`config.mk`:
```
export PLATFORM = sky130hd
export DESIGN_NAME = cia_ctrl
export DESIGN_NICKNAME = d
export VERILOG_FILES = /design/src/sv/cia_pkg.sv /design/src/sv/cia_ctrl.sv
export SDC_FILE = /design/constraint.sdc
export NUM_CORES = 1
export LEC_CHECK = 0
export ABC_AREA = 1
export BUFFER_PORTS_ARGS = -buffer_cell sky130_fd_sc_hd__buf_2
export CORE_MARGIN = 5
export CORE_UTILIZATION = 52
export CTS_CLUSTER_DIAMETER = 80
export CTS_CLUSTER_SIZE = 25
export DETAILED_ROUTE_END_ITERATION = 10
export PLACE_DENSITY_LB_ADDON = 0.2
export SLEW_MARGIN = 10
export SYNTH_ARGS = -nofsm -noshare
export SYNTH_HDL_FRONTEND = slang
export SYNTH_SLANG_ARGS = --single-unit
```
`constraint.sdc`:
```
create_clock -name i_clk -period 2.4 [get_ports i_clk]
set_input_delay 0.24 -clock i_clk [delete_from_list [all_inputs] [get_ports i_clk]]
set_output_delay 0.24 -clock i_clk [all_outputs]
set_load 0.05 [all_outputs]
```
`src/sv/cia_pkg.sv`:
```
// shared types, op codes and saturation helpers for the composite inertia block
`timescale 1ns / 1ps

package cia_pkg;

    // default part capacity
    localparam int MAX_PARTS = 64;

    // restoring divider: one quotient bit per cycle over an 80-bit dividend
    localparam int DIV_STEPS = 80;
    localparam int DIV_CW    = $clog2(DIV_STEPS);

    // multiplier op codes, product goes to the matching accumulator or offset product slot
    typedef logic [3:0] t_op;
    localparam t_op OP_MX  = 4'd0;
    localparam t_op OP_MY  = 4'd1;
    localparam t_op OP_MZ  = 4'd2;
    localparam t_op OP_DXX = 4'd3;
    localparam t_op OP_DYY = 4'd4;
    localparam t_op OP_DZZ = 4'd5;
    localparam t_op OP_DXY = 4'd6;
    localparam t_op OP_DXZ = 4'd7;
    localparam t_op OP_DYZ = 4'd8;
    localparam t_op OP_T0  = 4'd9;
    localparam t_op OP_T1  = 4'd10;
    localparam t_op OP_T2  = 4'd11;
    localparam t_op OP_T3  = 4'd12;
    localparam t_op OP_T4  = 4'd13;
    localparam t_op OP_T5  = 4'd14;

    // controller to datapath commands
    typedef struct packed {
        logic       accept;
        logic       mul_en;
        t_op        op;
        logic       com_load;
        logic       div_step;
        logic       com_wr;
        logic [1:0] axis;
        logic       rd;
        logic       diff;
        logic       shift;
        logic       emit;
    } t_dp_cmd;

    // datapath to controller status
    typedef struct packed {
        logic full;
        logic norm;
        logic tp_end;
    } t_dp_sts;

    // clamp a 64-bit signed value to 32 bits
    function automatic logic signed [31:0] sat32(input logic signed [63:0] v);
        if (v > 64'sd2147483647) begin
            return 32'sh7FFFFFFF;
        end else if (v < -64'sd2147483648) begin
            return 32'sh80000000;
        end
        return v[31:0];
    endfunction

    // flag for a value that sat32 would clamp
    function automatic logic is_sat(input logic signed [63:0] v);
        return (v > 64'sd2147483647) || (v < -64'sd2147483648);
    endfunction

endpackage

```
`src/sv/cia_ctrl.sv`:
```
// controller: load, centre, tensor walk and result sequencing
`timescale 1ns / 1ps

module cia_ctrl (
    input  logic              i_clk,
    input  logic              i_rst_n,
    input  logic              i_start,
    input  logic              i_last_part,
    input  cia_pkg::t_dp_sts  i_sts,
    output logic              o_busy,
    output cia_pkg::t_dp_cmd  o_cmd
);

    localparam logic [3:0] S_IDLE  = 4'd0;
    localparam logic [3:0] S_MOM   = 4'd1;
    localparam logic [3:0] S_CLD   = 4'd2;
    localparam logic [3:0] S_CDIV  = 4'd3;
    localparam logic [3:0] S_CWR   = 4'd4;
    localparam logic [3:0] S_RD    = 4'd5;
    localparam logic [3:0] S_DIFF  = 4'd6;
    localparam logic [3:0] S_DMUL  = 4'd7;
    localparam logic [3:0] S_DWAIT = 4'd8;
    localparam logic [3:0] S_SHIFT = 4'd9;
    localparam logic [3:0] S_TMUL  = 4'd10;
    localparam logic [3:0] S_OUT   = 4'd11;

    logic [3:0]                  r_state, n_state;
    logic [cia_pkg::DIV_CW-1:0]  r_step,  n_step;
    logic [1:0]                  r_axis,  n_axis;
    logic                        r_last,  n_last;

    assign o_busy = (r_state != S_IDLE);

    // next state and commands
    always_comb begin
        n_state = r_state;
        n_step  = r_step;
        n_axis  = r_axis;
        n_last  = r_last;
        o_cmd   = '0;
        o_cmd.axis = r_axis;
        unique case (r_state)
            S_IDLE: begin
                if (i_start) begin
                    o_cmd.accept = 1'b1;
                    n_step = '0;
                    n_axis = '0;
                    n_last = i_last_part;
                    if (!i_sts.full) begin
                        n_state = S_MOM;
                    end else if (i_last_part) begin
                        n_state = S_CLD;
                    end
                end
            end
            S_MOM: begin
                o_cmd.mul_en = 1'b1;
                o_cmd.op = cia_pkg::OP_MX + cia_pkg::t_op'(r_step);
                if (r_step == cia_pkg::DIV_CW'(2)) begin
                    n_step  = '0;
                    n_state = r_last ? S_CLD : S_IDLE;
                end else begin
                    n_step = r_step + 1'b1;
                end
            end
            S_CLD: begin
                o_cmd.com_load = 1'b1;
                n_step = '0;
                if (i_sts.norm) begin
                    n_state = S_CDIV;
                end else if (r_axis == 2'd2) begin
                    n_state = S_RD;
                end else begin
                    n_axis = r_axis + 2'd1;
                end
            end
            S_CDIV: begin
                o_cmd.div_step = 1'b1;
                if (r_step == cia_pkg::DIV_CW'(cia_pkg::DIV_STEPS - 1)) begin
                    n_state = S_CWR;
                end else begin
                    n_step = r_step + 1'b1;
                end
            end
            S_CWR: begin
                o_cmd.com_wr = 1'b1;
                if (r_axis == 2'd2) begin
                    n_state = S_RD;
                end else begin
                    n_axis  = r_axis + 2'd1;
                    n_state = S_CLD;
                end
            end
            S_RD: begin
                n_step = '0;
                if (i_sts.tp_end) begin
                    n_state = S_OUT;
                end else begin
                    o_cmd.rd = 1'b1;
                    n_state  = S_DIFF;
                end
            end
            S_DIFF: begin
                o_cmd.diff = 1'b1;
                n_state    = S_DMUL;
            end
            S_DMUL: begin
                o_cmd.mul_en = 1'b1;
                o_cmd.op = cia_pkg::OP_DXX + cia_pkg::t_op'(r_step);
                if (r_step == cia_pkg::DIV_CW'(5)) begin
                    n_step  = '0;
                    n_state = S_DWAIT;
                end else begin
                    n_step = r_step + 1'b1;
                end
            end
            S_DWAIT: begin
                n_state = S_SHIFT;
            end
            S_SHIFT: begin
                o_cmd.shift = 1'b1;
                n_state     = S_TMUL;
            end
            S_TMUL: begin
                o_cmd.mul_en = 1'b1;
                o_cmd.op = cia_pkg::OP_T0 + cia_pkg::t_op'(r_step);
                if (r_step == cia_pkg::DIV_CW'(5)) begin
                    n_step  = '0;
                    n_state = S_RD;
                end else begin
                    n_step = r_step + 1'b1;
                end
            end
            S_OUT: begin
                o_cmd.emit = 1'b1;
                n_state    = S_IDLE;
            end
            default: begin
                n_state = S_IDLE;
            end
        endcase
    end

    // state registers
    always_ff @(posedge i_clk) begin
        if (!i_rst_n) begin
            r_state <= S_IDLE;
            r_step  <= '0;
            r_axis  <= '0;
            r_last  <= 1'b0;
        end else begin
            r_state <= n_state;
            r_step  <= n_step;
            r_axis  <= n_axis;
            r_last  <= n_last;
        end
    end

endmodule

```
== Word-level counts from Yosys, hierarchy flattened ==
Cells that the tools add are included.
Word-level totals
  flip-flop bits (word level): 14
  bits in latches: 0
  RAM bits: 0
  ROM bits: 0
  bits of input ports: 7
  word-level logic and storage cells: 75
  memories kept: 0
Operators by class
  add/sub/neg operators: 4
  multiply operators: 0
  div/mod/pow operators: 0
  magnitude comparators: 0
  eq/ne operators: 24
  shift operators: 0
  muxes and demuxes: 33
  bitwise gates (word level): 0
  reduce and logical (&&, ||, !) cells: 10
Operators with widths (number)
  $pmux W4 S11: 1
  $mux W4: 10
  $pmux W7 S5: 1
  $mux W7: 4
  $eq A4 B3 Y1 const B: 4
  $eq A4 B4 Y1 const B: 4
  $pmux W5 S3: 1
  $ne A2 B2 Y1 const B: 7
  $mux W1: 10
  $eq A4 B2 Y1 const B: 2
  $mux W2: 4
  $add A7 B1 Y7 const B: 1
  $eq A7 B2 Y1 const B: 1
  $eq A7 B3 Y1 const B: 1
  $eq A7 B7 Y1 const B: 1
  $reduce_and A7 Y1: 1
  $ne A3 B3 Y1 const B: 2
  $pmux W2 S3: 1
  $reduce_and A3 Y1: 2
  $reduce_bool A5 Y1: 1
  $add A2 B4 Y4 const A: 1
  $add A4 B4 Y4 const A: 1
  $eq A4 B1 Y1 const B: 1
  $logic_not A4 Y1: 1
  7 further kinds: 8

== Longest topological paths before layout ==
Gate-level depths: netlist of the first run.
  depth after elaboration: 4
  depth in mapped cells: 12

== Worst setup path before layout of the first run ==
OpenSTA, ideal clock, no wires.
  path type: register to output
  start point: register r_state[0]
  end point: output port o_cmd[11] (netlist bit)
  data arrival time: 2.175 ns
  required time: 2.160 ns
  setup slack: -0.015 ns
  cell stages (with the launch flop): 12
  cell sequence: dfxtp_1 -> buf_4 -> inv_1 -> nand2_1 -> nor2_1 -> nor2_1 -> or2_2 -> inv_1 -> ha_1 -> o21bai_1 -> xor2_1 -> o22ai_1
RTL lines
  start: declaration: RTL line cia_ctrl.sv:27  | logic [3:0] r_state, n_state;
  start signal: assignment: RTL line cia_ctrl.sv:152  | r_state <= n_state;
  end: declaration: RTL line cia_ctrl.sv:11  | output cia_pkg::t_dp_cmd o_cmd

==> run_results.csv, run 1 <==
group,metric,value,unit
placement,place_congestion,0.929,
synth,synth-adder-area-share,0.0475,
cells_and_area,num_antenna_cells,0,
global_routing,overflow,0,
power_and_ir_drop,p_sw_frac,0.581,
floorplanning,dieArea,3640,µm²
critical_path,r2r_start,"r_step[0]$_SDFFE_PN0P_",
cells_and_area,final_area,1490,µm²
clocking,clk_latency,280,ps
timing,slew_violations,0,
floorplanning,die_x,60.3,µm
critical_path,cp-end-kind,"primary output",
critical_path,cp.arrival,2060,ps
timing,fmax,435,MHz
route,vias,1370,
synth,synth_top_family_by_area,"simple AND/OR/NAND/NOR gates",
power_and_ir_drop,total_power,1600,µW
placement,dp_hpwl,2360,µm
power_and_ir_drop,seqPwrFrac,0.224,
power_and_ir_drop,clkPwrFrac,0.085,
global_routing,grt_max_degree,15,
timing,tightest_slew,421,ps
timing,setup_tns,0,ps
cells_and_area,syn_to_final_growth,12.8,%
global_routing,grt_pass1_vias,1139,
power_and_ir_drop,pwr-share-comb,0.692,
placement,place_inst,270,
power_and_ir_drop,power_density,1080,nW/µm²
placement,placed_area,1440,µm²
critical_path,cp_slowest_cell,"dfxtp_4",
clocking,clockBufferDepth,2,
clocking,htreeDepth,1,
synth,yosys.area_share.xor_xnor,0.0133,
clocking,cts_made_buffers,3,
synth,synth_compound_area_frac,0.0542,
critical_path,cp_max_fo,8,
hold_path,whs_endpoint,"r_last$_SDFFE_PN0P_",
timing,rsz0062_at_grt,"false",
global_routing,met1_usage,0.261,
clocking,clk_pin_slew_worst_paths,80,ps
floorplanning,die_h,60.3,µm
hold_path,hold_depth,3,
global_routing,grt.total_usage,0.176,
synth,avgSynthCellArea,5.93,µm²
power_and_ir_drop,p_leak,0.000774,µW
critical_path,r2r_setup_slack,520,ps
power_and_ir_drop,peakVddDrop,0.964,mV
global_routing,grt_util_met3,0.0281,
global_routing,antenna_found_initial,0,
route,ant_nets,0,
synth,synth-warning-count,0,
critical_path,r2r-end,"r_step[0]$_SDFFE_PN0P_",
clocking,cts_sinks,14,
synth,synth.cell_area,1320,µm²
global_routing,use_met2,0.258,
critical_path,crit_path_start,"r_state[1]$_SDFFE_PN0P_",
synth,synthSimpleGateAreaFrac,0.547,
route,route.detailed.drc,0,
critical_path,cp-start-kind,"flip-flop",
timing,hold_viol_final,0,
synth,synth_seq_area_share,0.213,
cells_and_area,nets,257,
power_and_ir_drop,switching_power,928,µW
route,viasPerCell,5.02,
synth,syn-num-nets,234,
timing,maxSlewHeadroom,0.718,
cells_and_area,drive_gt1_frac,0.243,
route,dr.pass1.iters,4,
run_status,status,"finished, final reports clean",
timing,setup_viol,0,
critical_path,critical_path_class,"reg2out",
route,wirelength,3020,µm
floorplanning,io_pins,23,
timing,fin_crit,2300,ps
cells_and_area,fin_cells,273,
synth,ys_ff_latch,14,
timing,skew,2.97,ps
clocking,clockRootBuffer,"clkbuf_4",
critical_path,max_stage_delay,410,ps
synth,synth.area.mux_share,0,
synth,yosysUniqueCellTypes,28,
critical_path,path_cells,"inv_2 -> nor2_2 -> nand2_2 -> nor2_1 -> or2_2 -> inv_1 -> ha_1 -> o21bai_1 -> xor2_1 -> o22ai_2 -> buf_6",
route,routedWlPerCell,11.1,µm
clocking,cts_tree,"done",
hold_path,hp-class,"in2reg",
flow_run,drv_cap,0,
route,drt_iter0_drc,80,
timing,finalCritPeriodShare,0.958,
floorplanning,core_area,2450,µm²
clocking,cts_hold_buf,0,
floorplanning,start_util,0.536,
hold_path,worst_hold_startpoint,"i_last_part",
power_and_ir_drop,p_int,669,µW
floorplanning,fp-row-count,18,
critical_path,reg2reg_depth,9,
synth,syn_inst,222,
global_routing,grt_pass1_wl,4950,µm
global_routing,top_usage_layer,"met1",
placement,numPortBuffers,22,
critical_path,cp_data_required_time,2160,ps
==> repair_timing <==
item	4_1_cts	5_1_grt
gates resized for setup	5	7
cloned	0	0
endpoints found under the setup margin	1	2
setup buffers	0	0
==> kinds of logic after synthesis <==
logic type      after synthesis
flops                        14
simple gates                150
fa+ha+maj                     5
buf+inv                      38
xor+xnor                      2
compound gates               13
==> metrics by stage <==
| step | setup slack, ps | hold slack (ps) | util |
|---|---|---|---|
| floorplan | 50.4 | 360 | - |
| global placement | 254 | 490 | 0.585 |
| detailed placement | 192 | 493 | 0.585 |
| CTS | 0.998 | 217 | 0.597 |
| global route | 2.54 | 229 | 0.605 |
| finish | 101 | 225 | 0.605 |
==> critical path, delay by kind of cell, from the launching register on <==
kind | cells | cell delay (ps)
compound gates | 2 | 270
flops | 1 | 410
fa+ha+maj | 1 | 150
xor+xnor | 1 | 150
buf+inv | 3 | 260
simple gates | 4 | 540
==> routing by layer <==
metal  up-vias  routed length (µm)  part of all wire
met1       595                1590              0.53
li1        743                   -                 -
met3         4                 102             0.034
met5         -                   0                 0
met4         0                  25            0.0083
met2        28                1300              0.43
==> synthesized netlist by cell type (all sizes together) <==
master / instances / area share
nand4: 11 / 0.057
a21oi: 1 / 0.0038
nand3: 19 / 0.095
dfxtp: 14 / 0.21
o21bai: 1 / 0.0057
nand3b: 1 / 0.0057
or2: 1 / 0.0048
ha: 5 / 0.048
o22ai: 3 / 0.014
nor2: 45 / 0.15
xor2: 2 / 0.013
inv: 34 / 0.099
o21ai: 8 / 0.030
nor3: 3 / 0.011
buf: 4 / 0.027
nand2: 69 / 0.22
nor3b: 1 / 0.0057
==> cell type report <==
cell class,instances,area [µm²]
Fill cell,248,970
Multi-Input combinational cell,170,892
Sequential cell,14,287
Inverter,34,130
Timing Repair Buffer,22,116
Tap cell,30,37.5
Clock buffer,3,22.5
==> cells in the final DEF (no fill, tap or decap), types with 3 or more instances in the layout <==
cell	instances
buf_2	21
nand2_1	60
nand3_2	6
o21ai_0	7
clkbuf_4	3
nor2_4	4
dfxtp_1	11
inv_1	28
nand2_2	7
nor3_1	3
nand4_1	10
nand3_1	13
nor2_2	3
nor2_1	38
ha_1	5
inv_2	5
==> power by group through the flow <==
| stage | clock network (µW) | logic (µW) | registers, µW |
|---|---|---|---|
| finish | 135 | 1100 | 358 |
| global route | 150 | 1230 | 366 |
| CTS | 139 | 1090 | 350 |
| detailed placement | 0 | 1090 | 352 |
| global placement | 0 | 1080 | 350 |
| floorplan | 0 | 936 | 348 |
==> how the worst max path moves through the flow <==
stage,endpoint,slack (ps)
after CTS,o_cmd[11],1
after global routing,o_cmd[11],3
after floorplan,o_cmd[12],50
final,o_cmd[11],100
after detailed placement,o_cmd[11],190
after global placement,o_cmd[11],250
==> flip-flops by register name (all words and copies together) (netlist names) <==
register,flops
r_axis,2
r_state,4
r_step,7
r_last,1
Note: power is estimated with default switching activity, not from simulation.
==> run 2, diff against run 1 <==
- CORE_MARGIN: 5 -> 3
- CORE_UTILIZATION: 52 -> 55
- clock period: 2.4 -> 2.3 ns (I/O delays scaled with it)
==> run_results.csv, run 2 (synthesis gave the netlist of run 1 again) <==
group,metric,value,unit
floorplanning,die_h,54.9,µm
timing,finalCritPeriodShare,1.03,
clocking,htreeDepth,1,
hold_path,hp-class,"in2reg",
critical_path,cp-end-kind,"primary output",
timing,fin_ws,-68.5,ps
route,ant_nets,0,
clocking,cts_sinks,14,
floorplanning,die_x,54.9,µm
critical_path,r2r_start,"r_step[0]$_SDFFE_PN0P_",
route,detailroute.wirelength.met2,1470,µm
timing,hold_viol_final,0,
run_status,violations,"setup timing",
cells_and_area,syn_to_final_growth,21.2,%
run_status,status,"finished, violations left",
timing,fin_crit,2370,ps
placement,place_inst,268,
route,routedWlPerCell,11.7,µm
floorplanning,io_pins,23,
placement,placed_area,1430,µm²
route,met1_length,1550,µm
global_routing,grt_pass1_wl,4910,µm
route,wl_met3,190,µm
cells_and_area,fin_cells,278,
clocking,clk_pin_slew_worst_paths,90,ps
cells_and_area,regMostFlops,"r_step",
placement,place_congestion,0.954,
route,viasPerCell,5.14,
clocking,clk_latency,290,ps
critical_path,critical_path_class,"reg2out",
power_and_ir_drop,p_leak,0.000819,µW
route,top_layer,"met4",
timing,slew_violations,0,
timing,setup_viol,1,
global_routing,grt_max_degree,15,
critical_path,cp.arrival,2140,ps
critical_path,cp-start-kind,"flip-flop",
floorplanning,core_area,2230,µm²
timing,fmax,422,MHz
clocking,clockRootBuffer,"clkbuf_4",
route,route.detailed.drc,0,
global_routing,antenna_found_initial,0,
power_and_ir_drop,total_power,1830,µW
timing,maxSlewHeadroom,0.736,
cells_and_area,largestRegisters,"r_step x7, r_state x4, r_axis x2",
cells_and_area,nets,263,
placement,numPortBuffers,22,
route,vias,1428,
critical_path,cp_data_required_time,2070,ps
flow_run,drv_cap,0,
power_and_ir_drop,power_density,1150,nW/µm²
cells_and_area,num_antenna_cells,0,
cells_and_area,most-common-layout-cells,"60 x nand2_1, 36 x nor2_1, 26 x inv_1, 21 x buf_2, 13 x nand3_1",
cells_and_area,final_core_util,0.714,
floorplanning,start_util,0.589,
floorplanning,dieArea,3020,µm²
timing,setup_tns,-68.5,ps
hold_path,worst_hold_startpoint,"i_last_part",
clocking,cts_tree,"done",
global_routing,overflow,0,
cells_and_area,largest_register_ff_count,7,
floorplanning,fp-row-count,17,
placement,dp_hpwl,2350,µm
clocking,cts_made_buffers,3,
critical_path,crit_path_start,"r_state[1]$_SDFFE_PN0P_",
clocking,clockBufferDepth,2,
route,dr.pass1.iters,4,
route,drt_iter0_drc,56,
timing,skew,2.68,ps
global_routing,grt.total_usage,0.222,
power_and_ir_drop,peakVddDrop,0.959,mV
cells_and_area,layout_commonest_cell,"nand2_1",
cells_and_area,final_area,1600,µm²
critical_path,cp_max_fo,8,
global_routing,grt_pass1_vias,1160,
route,wirelength,3250,µm
timing,tightest_slew,395,ps
timing,rsz0062_at_grt,"true",
cells_and_area,drive_gt1_frac,0.296,
run 2: cell count changes in the layout (fill, tap and decap cells not counted), sizes merged:
cell	before	now
buf	22	28
clkbuf	3	4
run 2: per-stage QoR:
stage / hold slack [ps] / setup WS [ps]
finish: 193 / -68.5
global route: 205 / -165
global placement: 480 / 189
CTS: 189 / 7.79
floorplan: 350 / 206
detailed placement: 481 / 119
run 2: power breakdown:
group,internal (µW),switching [µW]
Combinational,397,861
Sequential,305,79.4
Clock,96.6,92.6
Total,798,1030
run 2: timing repair:
action                                 CTS  global route
resized for setup                        9            19
hold buffers                             0             0
setup endpoints to repair                2             2
setup buffers                            1             5
pin swaps                                1             6
endpoints found under the hold margin    0             0
run 2: critical path, stage by stage, from the launching register on:
cell,delay (ps)
dfxtp_4,430
inv_4,50
nor2_4,140
nand2_2,110
nor2_2,140
or2_4,120
inv_2,30
ha_4,140
o21bai_4,160
xor2_1,220
o22ai_2,130
buf_6,170
run 2: final timing paths:
kind / slack [ps] / end / cells after the start
max: -70 / o_cmd[11] / 11
min reg2reg: 500 / r_last$_SDFFE_PN0P_ / 2
max reg2reg: 370 / r_step[0]$_SDFFE_PN0P_ / 9
min: 190 / r_last$_SDFFE_PN0P_ / 3
run 2: layout make-up:
type                       instances  area, µm²
multi-input combinational        170        933
fill                             202        638
sequential                        14        297
timing repair buffer              28        161
inverter                          34        133
clock buffer                       4       36.3
tap                               28       35.0
run 2: metal layers:
metal / GRT usage / up-vias
li1: - / 758
met1: 0.308 / 618
met2: 0.352 / 47
met3: 0.0322 / 5
met4: 0.0729 / 0
met5: 0 / -
==> run 3, diff against run 2 <==
- SETUP_SLACK_MARGIN: unset -> 0.3
==> run_results.csv, run 3 (synthesis gave the netlist of run 1 again) <==
group,metric,value,unit
global_routing,grt_pass1_wl,5330,µm
cells_and_area,drive_gt1_frac,0.323,
route,dr.pass1.iters,7,
floorplanning,fp-row-count,17,
route,viasPerCell,5.29,
cells_and_area,fillers,182,
cells_and_area,most-common-layout-cells,"60 x nand2_1, 35 x nor2_1, 26 x inv_1, 18 x buf_2, 15 x buf_4",
clocking,clk_pin_slew_worst_paths,90,ps
floorplanning,io_pins,23,
power_and_ir_drop,total_power,1910,µW
placement,numPortBuffers,22,
floorplanning,dieArea,3020,µm²
timing,slew_violations,0,
route,route.detailed.drc,0,
clocking,clockBufferDepth,2,
floorplanning,die_h,54.9,µm
timing,finalCritPeriodShare,0.934,
flow_run,drv_cap,0,
cells_and_area,largest_register_ff_count,7,
global_routing,grt_pass1_vias,1265,
clocking,htreeDepth,1,
critical_path,cp_max_fo,4,
timing,hold_viol_final,0,
global_routing,grt_max_degree,15,
clocking,cts_tree,"done",
placement,place_congestion,0.934,
clocking,clk_latency,280,ps
timing,rsz0062_at_grt,"true",
timing,fmax,466,MHz
timing,setup_viol,0,
power_and_ir_drop,peakVddDrop,1.11,mV
power_and_ir_drop,p_leak,0.000875,µW
critical_path,cp-start-kind,"flip-flop",
clocking,cts_sinks,14,
route,wl_met3,195,µm
run_status,status,"finished, final reports clean",
route,top_layer,"met4",
timing,setup_tns,0,ps
clocking,clockRootBuffer,"clkbuf_4",
global_routing,grt.total_usage,0.245,
cells_and_area,largestRegisters,"r_step x7, r_state x4, r_axis x2",
cells_and_area,num_antenna_cells,0,
cells_and_area,final_core_util,0.756,
route,met1_length,1600,µm
cells_and_area,regMostFlops,"r_step",
critical_path,r2r_setup_slack,490,ps
route,ant_nets,0,
route,wirelength,3580,µm
cells_and_area,nets,271,
floorplanning,start_util,0.589,
floorplanning,core_area,2230,µm²
cells_and_area,layout_commonest_cell,"nand2_1",
cells_and_area,regArea,297,µm²
cells_and_area,multi_input_area,962,µm²
critical_path,cp.arrival,1920,ps
power_and_ir_drop,power_density,1130,nW/µm²
timing,hold_ws,203,ps
timing,tightest_slew,384,ps
route,vias,1509,
global_routing,antenna_found_initial,0,
route,routedWlPerCell,12.6,µm
timing,maxSlewHeadroom,0.743,
cells_and_area,syn_to_final_growth,28.3,%
global_routing,overflow,0,
clocking,cts_made_buffers,3,
route,detailroute.wirelength.met2,1700,µm
critical_path,critical_path_class,"reg2out",
route,drt_iter0_drc,39,
placement,placed_area,1430,µm²
critical_path,cp_data_required_time,2070,ps
timing,fin_crit,2150,ps
placement,dp_hpwl,2350,µm
critical_path,cp-end-kind,"primary output",
timing,skew,2.38,ps
floorplanning,die_x,54.9,µm
hold_path,hp-class,"in2reg",
cells_and_area,final_area,1690,µm²
## run 3: cell count changes in the layout (fill, tap and decap cells not counted), sizes merged
cell | previous run | this run
buf | 28 | 35
## run 3: area by class of cell
class                           count  share of cell area
Clock buffer                        3              0.0133
Tap cell                           28              0.0207
Multi-Input combinational cell    170               0.570
Inverter                           34              0.0830
Sequential cell                    14               0.176
Timing Repair Buffer               36               0.138
## run 3: through the flow
step           setup slack (ps)  instances
5_1_grt                    71.3        285
3_3_place_gp                186        268
6_report                    152        285
3_5_place_dp                118        268
4_1_cts                     162        284
2_1_floorplan               224        222
## run 3: critical path, stage by stage, from the launching register on
cell and delay, ps:
dfxtp_4 400, inv_4 60, nor2_4 110, nand2_2 70
nor2_2 90, or2_4 120, inv_2 30, ha_4 140
o21bai_4 170, xor2_2 160, o22ai_2 110, buf_6 180
## run 3: repair_timing
| action | in CTS | in global routing |
|---|---|---|
| setup endpoints to repair | 3 | 12 |
| resized for setup | 32 | 9 |
| pin swaps | 7 | 5 |
| buffers inserted | 13 | 1 |
| hold buffers | 0 | 0 |
## run 3: layer usage
metal,vias to the layer above,track usage
met5,-,0
met4,0,0.113
met3,13,0.0536
met2,46,0.409
met1,681,0.298
li1,769,-
## run 3: worst paths after layout
kind / depth (start not counted) / start / endpoint
worst max-delay path: 11 / r_state[3]$_SDFFE_PN0P_ / o_cmd[11]
worst min-delay path: 3 / i_last_part / r_last$_SDFFE_PN0P_
worst max register to register: 9 / r_step[0]$_SDFFE_PN0P_ / r_step[1]$_SDFFE_PN0P_
worst min register to register: 2 / r_last$_SDFFE_PN0P_ / r_last$_SDFFE_PN0P_
## run 3: report_power, final
group,leakage (µW),switching (µW),internal (µW)
clock network,0.0000138,85.1,60.8
registers,0.000117,74.4,305
logic,0.000744,918,466
total,0.000875,1080,832
